--- config.mk ---
export PLATFORM = sky130hd
export DESIGN_NAME = tpou_gain_pipe
export DESIGN_NICKNAME = d
export VERILOG_FILES = /design/src/hw/rtl/tpou_pkg.sv /design/src/hw/rtl/tpou_gain_pipe.sv
export SDC_FILE = /design/constraint.sdc
export NUM_CORES = 2
export LEC_CHECK = 0
export BUFFER_PORTS_ARGS = -buffer_cell sky130_fd_sc_hd__buf_2
export CORE_MARGIN = 5
export CORE_UTILIZATION = 54
export DETAILED_ROUTE_END_ITERATION = 10
export GPL_TIMING_DRIVEN = 0
export PLACE_DENSITY = 0.75
export SLEW_MARGIN = 20
export SYNTH_ARGS = -nofsm -noshare
export SYNTH_HDL_FRONTEND = slang
export SYNTH_SLANG_ARGS = --single-unit
--- constraint.sdc ---
create_clock -name clk -period 7.8 [get_ports clk]
set_clock_uncertainty 0.1 [all_clocks]
set_input_delay 0.39 -clock clk [delete_from_list [all_inputs] [get_ports clk]]
set_output_delay 0.39 -clock clk [all_outputs]
set_load 0.02 [all_outputs]
--- src/hw/rtl/tpou_pkg.sv ---
// Package for the tissue patch oxygen update unit.
// Field widths, thresholds, register indexes, drop codes and pipeline types.
// No dependencies; every other file refers to it by scoped names.
package tpou_pkg;

  localparam int OXY_W   = 14;
  localparam int LEVEL_W = 24;
  localparam int CYTO_W  = 16;
  localparam int COUNT_W = 16;
  localparam int GAIN_W  = 14;
  localparam int CODE_W  = 2;
  localparam int OXYD_W  = 18;  // signed oxygen after cytotoxic damage

  localparam int IN_DATA_W  = 136;
  localparam int OUT_DATA_W = 104;

  // Pipeline depth: two front stages plus three gain steps of three stages.
  localparam int NSTAGE = 11;

  // Register indexes, taken from paddr[3:2].
  localparam logic [1:0] CFG_IDX_HEAL     = 2'd0;
  localparam logic [1:0] CFG_IDX_PAF_GAIN = 2'd1;
  localparam logic [1:0] CFG_IDX_IL8_GAIN = 2'd2;

  // Neighbour drop codes.
  localparam logic [CODE_W-1:0] DROP_NONE     = 2'd0;
  localparam logic [CODE_W-1:0] DROP_ISCHEMIA = 2'd1;
  localparam logic [CODE_W-1:0] DROP_INFARCT  = 2'd2;
  localparam logic [CODE_W-1:0] DROP_BOTH     = 2'd3;

  localparam logic [23:0]          ENDO_THRESHOLD = 24'd100;
  localparam logic [OXY_W-1:0]     OXY_ACTIVATE   = 14'd6000;
  localparam logic signed [OXYD_W-1:0] OXY_ISCHEMIA = 18'sd6000;
  localparam logic signed [OXYD_W-1:0] OXY_INFARCT  = 18'sd3000;
  // Ischemia drop of 50 pulls 3001..3050 into the infarct band as well.
  localparam logic signed [OXYD_W-1:0] OXY_BOTH_BANDS = 18'sd3050;
  localparam logic signed [OXYD_W-1:0] ISCHEMIA_DROP  = 18'sd50;
  localparam logic signed [OXYD_W-1:0] INFARCT_DROP   = 18'sd200;
  localparam logic [14:0]          OXY_FULL       = 15'd10000;

  localparam logic [GAIN_W-1:0]  GAIN_UNIT  = 14'd100;
  localparam logic [LEVEL_W-1:0] LEVEL_MAX  = 24'hFFFFFF;
  localparam logic [COUNT_W-1:0] COUNT_MAX  = 16'hFFFF;
  // floor(x / 100) = (x * RECIP_100) >> RECIP_SHIFT for every 32-bit x.
  localparam logic [30:0]        RECIP_100   = 31'd1374389535;
  localparam int                 RECIP_SHIFT = 37;

  typedef struct packed {
    logic signed [OXYD_W-1:0] oxy_d;
    logic [LEVEL_W-1:0]       paf;
    logic [LEVEL_W-1:0]       il8;
    logic [COUNT_W-1:0]       roll;
    logic [COUNT_W-1:0]       stick;
    logic                     active;
  } front_t;

  typedef struct packed {
    logic [OXY_W-1:0]   oxy;
    logic [LEVEL_W-1:0] il8;
    logic [COUNT_W-1:0] roll;
    logic [COUNT_W-1:0] stick;
    logic               active;
    logic               ischemia;
    logic               infarct;
  } side_t;

  function automatic logic [COUNT_W-1:0] count_up(input logic [COUNT_W-1:0] c);
    count_up = (c == COUNT_MAX) ? c : c + 16'd1;
  endfunction

endpackage

--- src/hw/rtl/tpou_gain_pipe.sv ---
// Three-stage gain step for one level: scale (v + 100) by g/100 for small gains, add g otherwise.
// Uses tpou_pkg; stage load enables come from the top level's ready chain.
module tpou_gain_pipe (
  input  logic                           clk,
  input  logic [2:0]                     en,
  input  logic [tpou_pkg::LEVEL_W-1:0]   v_in,
  input  logic [tpou_pkg::GAIN_W-1:0]    gain,
  input  logic                           apply,
  output logic [tpou_pkg::LEVEL_W-1:0]   res
);

  // Stage a: v * g.
  logic [tpou_pkg::LEVEL_W-1:0] v_a_r;
  logic [tpou_pkg::GAIN_W-1:0]  g_a_r;
  logic                         apply_a_r;
  logic                         small_a_r;
  logic [30:0]                  prod_a_r;

  // Stage b: quotient by reciprocal and plain sum.
  logic [tpou_pkg::LEVEL_W-1:0] v_b_r;
  logic [tpou_pkg::GAIN_W-1:0]  g_b_r;
  logic                         apply_b_r;
  logic                         small_b_r;
  logic [24:0]                  quot_b_r;
  logic [24:0]                  sum_b_r;

  logic [tpou_pkg::LEVEL_W-1:0] res_r;
  logic [tpou_pkg::LEVEL_W-1:0] res_nxt;
  logic [61:0]                  recip_full;
  logic [25:0]                  scaled;

  always_ff @(posedge clk) begin
    if (en[0]) begin
      v_a_r     <= v_in;
      g_a_r     <= gain;
      apply_a_r <= apply;
      small_a_r <= (gain <= tpou_pkg::GAIN_UNIT);
      prod_a_r  <= {7'd0, v_in} * {24'd0, gain[6:0]};
    end
  end

  assign recip_full = {31'd0, prod_a_r} * {31'd0, tpou_pkg::RECIP_100};

  always_ff @(posedge clk) begin
    if (en[1]) begin
      v_b_r     <= v_a_r;
      g_b_r     <= g_a_r;
      apply_b_r <= apply_a_r;
      small_b_r <= small_a_r;
      quot_b_r  <= recip_full[61:tpou_pkg::RECIP_SHIFT];
      sum_b_r   <= {1'b0, v_a_r} + {11'd0, g_a_r};
    end
  end

  // (v + 100) * g / 100 equals floor(v * g / 100) + g since g is whole.
  assign scaled = {1'b0, quot_b_r} + {12'd0, g_b_r};

  always_comb begin
    if (!apply_b_r) begin
      res_nxt = v_b_r;
    end else if (small_b_r) begin
      res_nxt = (scaled[25:24] != 2'd0) ? tpou_pkg::LEVEL_MAX : scaled[23:0];
    end else begin
      res_nxt = sum_b_r[24] ? tpou_pkg::LEVEL_MAX : sum_b_r[23:0];
    end
  end

  always_ff @(posedge clk) begin
    if (en[2]) begin
      res_r <= res_nxt;
    end
  end

  assign res = res_r;

endmodule

==> qor.yml <==
initial_core_util_pct: 54.7
synth-edff-count: 185
insertion_delay_ns: 0.46
io_pins: 67
die_h_um: 241
yosysUniqueCellTypes: 66
placed_area_um2: 30000
fmax_ghz: 0.130
r2r_slack_ns: 0.09
wl_per_cell_um: 20.2
place_congestion: 1.01
cts_buffers: 17
fp.dieArea_um2: 58000
wl_met2_um: 34100
grt_pass1_wl_um: 115000
vias: 19800
antenna_found_initial: 0
htreeDepth: 4
clock_sinks: 185
wl_met3_um: 6610
slew_viol_final: 0
startpoint: "prod_a_r[12]"
routed_wl_um: 71800
core-area_um2: 52700
cap_violations: 0
highest_layer: "met4"
routed_via_density: 5.57
netlist_area_um2: 28800
syn_nets: 3702
clk_pin_slew_ns: 0.09
r2r-end: "quot_b_r[24]"
seq_area_frac_synth_pct: 19.3
hold_path_class: "in -> reg"
synth-seq-cells: 185
crit_arrival_ns: 7.80
crit_path_end_kind: "flip-flop"
drt_iter0_drc: 1304
grt_overflow: 0
startpoint_type: "flip-flop"
synth_area_per_cell_um2: 10.6
nFillCells: 4135
cts-root-buf: "clkbuf_16"
drc: 0
drt-met1-wl_um: 28700
rows: 84
cp-endpoint: "quot_b_r[24]"
cp.required_ns: 7.89
grt_max_degree: 72
rsz0062_at_grt: "true"
numPortBuffers: 66
status: "completed"
ys.flop_type: "edfxtp_1"
grt_pass1_vias: 21300
critPathKind: "reg -> reg"
drive_above_1_share_pct: 7.26
period_minus_slack_ns: 7.71
post-dp-hpwl_um: 60400
cp_max_fo: 6
ff2ff_path_depth: 21
antenna_left: 0
nNetsFinal: 3843
setup_viol: 0
areaGrowthSynthToFinish_pct: 8.91
cts_tree: "done"
relSlewSlack_pct: 26.7
min_period_over_period_pct: 98.9
ys_async_sr_fraction_pct: 0
yosys_warnings: 0
cts_buffer_depth: 2
timing_hold_violations_final: 0
syn_inst: 2711
final_area_um2: 31300
die_x_um: 241
dr.pass1.iters: 5
track_usage_pct: 25.7
worst_pin_slew_ns: 1.09
timing.rr.start: "prod_a_r[12]"
## kinds of logic after synthesis
| kind of cell | Yosys count | share of synthesized area, % |
|---|---|---|
| compound gates | 324 | 7.22 |
| xor+xnor | 97 | 2.95 |
| fa+ha+maj | 948 | 53.9 |
| buf+inv | 745 | 9.74 |
| flops | 185 | 19.3 |
| mux | 1 | 0.0478 |
| simple gates | 411 | 6.88 |
## area by class of cell
type | instances | area, um2 | area share (%)
antenna | 2 | 5.00 | 0.0160
buffer | 31 | 123 | 0.391
clock buffer | 17 | 425 | 1.36
clock inverter | 15 | 205 | 0.655
inverter | 714 | 2680 | 8.55
multi-input combinational | 1781 | 20600 | 65.9
sequential | 185 | 5560 | 17.7
tap | 688 | 861 | 2.75
timing repair buffer | 122 | 842 | 2.69
## through the flow
| step | std cells | setup slack, ns | TNS, ns | utilization (%) | hold slack [ns] |
|---|---|---|---|---|---|
| 2_1_floorplan | 2711 | 0.970 | 0 | - | 0.300 |
| 3_3_place_gp | 3465 | -0.621 | -2.16 | 56.9 | 0.301 |
| 3_5_place_dp | 3466 | -0.744 | -2.95 | 57.0 | 0.310 |
| 4_1_cts | 3539 | 0.0283 | 0 | 59.0 | 0.00345 |
| 5_1_grt | 3553 | -0.0632 | -0.134 | 59.5 | 0.00592 |
| 6_report | 3555 | 0.0892 | 0 | 59.5 | 0.0235 |
## placed cells by master (no fill, tap or decap), types with 10 or more instances in the layout
cell type / instances
nor2_1: 51
inv_1: 707
nand3_1: 31
a21o_1: 35
buf_4: 48
nand2_1: 180
a21oi_1: 120
nor2b_1: 13
ha_1: 452
clkbuf_1: 26
nand4_1: 11
xnor2_1: 70
fa_1: 483
nor3_1: 13
clkbuf_16: 17
o22ai_1: 25
buf_2: 69
a31oi_1: 10
and2_1: 51
edfxtp_1: 185
and3_1: 16
xor2_1: 26
o21bai_1: 15
nand2b_1: 15
o21ai_0: 45
o211ai_1: 10
## timing repair
item | CTS | global route
pin swaps | 0 | 14
hold endpoints to repair | 3 | 0
hold buffers | 3 | 0
resized for setup | 6 | 38
setup buffers | 38 | 14
setup endpoints to repair | 12 | 13
## synth_stat cells (all sizes together), types with 32 or more instances
| cell | instances | area [um2] |
|---|---|---|
| a21oi | 124 | 628 |
| nand2 | 181 | 679 |
| inv | 714 | 2680 |
| and2 | 51 | 319 |
| nand3 | 32 | 165 |
| ha | 463 | 5790 |
| xnor2 | 71 | 622 |
| a21o | 36 | 272 |
| fa | 485 | 9710 |
| edfxtp | 185 | 5560 |
| o21ai | 50 | 262 |
| nor2 | 51 | 191 |
## layer usage
metal  track usage [%]  vias to the layer above
met2              42.1                      803
met5                 0                        -
met4              7.61                        0
li1                  -                     8946
met3              5.83                      136
met1              34.6                     9913
## critical path, cell delays in order, from the launching register on
cell and delay (ns):
edfxtp_1 0.53, buf_4 0.20, ha_1 0.40, fa_1 0.51, fa_1 0.50, fa_1 0.59, fa_1 0.45, fa_1 0.47
fa_1 0.50, inv_1 0.05, fa_1 0.50, inv_2 0.08, ha_4 0.31, nand4_4 0.14, nor4_4 0.36, nand4_1 0.21
a311o_2 0.49, a311oi_4 0.41, o21ai_4 0.14, o31ai_4 0.22, a21oi_2 0.10, xnor2_2 0.17
## sequential cells by signal, summed over array words and instances, names as in the netlist
name       cells
res           24
prod_a_r      31
v_a_r         24
apply_a_r      1
small_a_r      1
sum_b_r       25
v_b_r         24
apply_b_r      1
small_b_r      1
g_a_r         14
g_b_r         14
quot_b_r      25
## worst min path at each step
stage,startpoint,endpoint,slack [ns],cells after the start
floorplan,apply_a_r,apply_b_r,0.30,0
global placement,apply_a_r,apply_b_r,0.30,0
detailed placement,apply_a_r,apply_b_r,0.31,0
CTS,gain[10],g_a_r[10],0.003,1
global route,gain[7],g_a_r[7],0.006,1
finish,gain[10],g_a_r[10],0.02,1
Power is not shown: default switching activity piles up to over one toggle a cycle in this logic, so the estimate is an artifact.
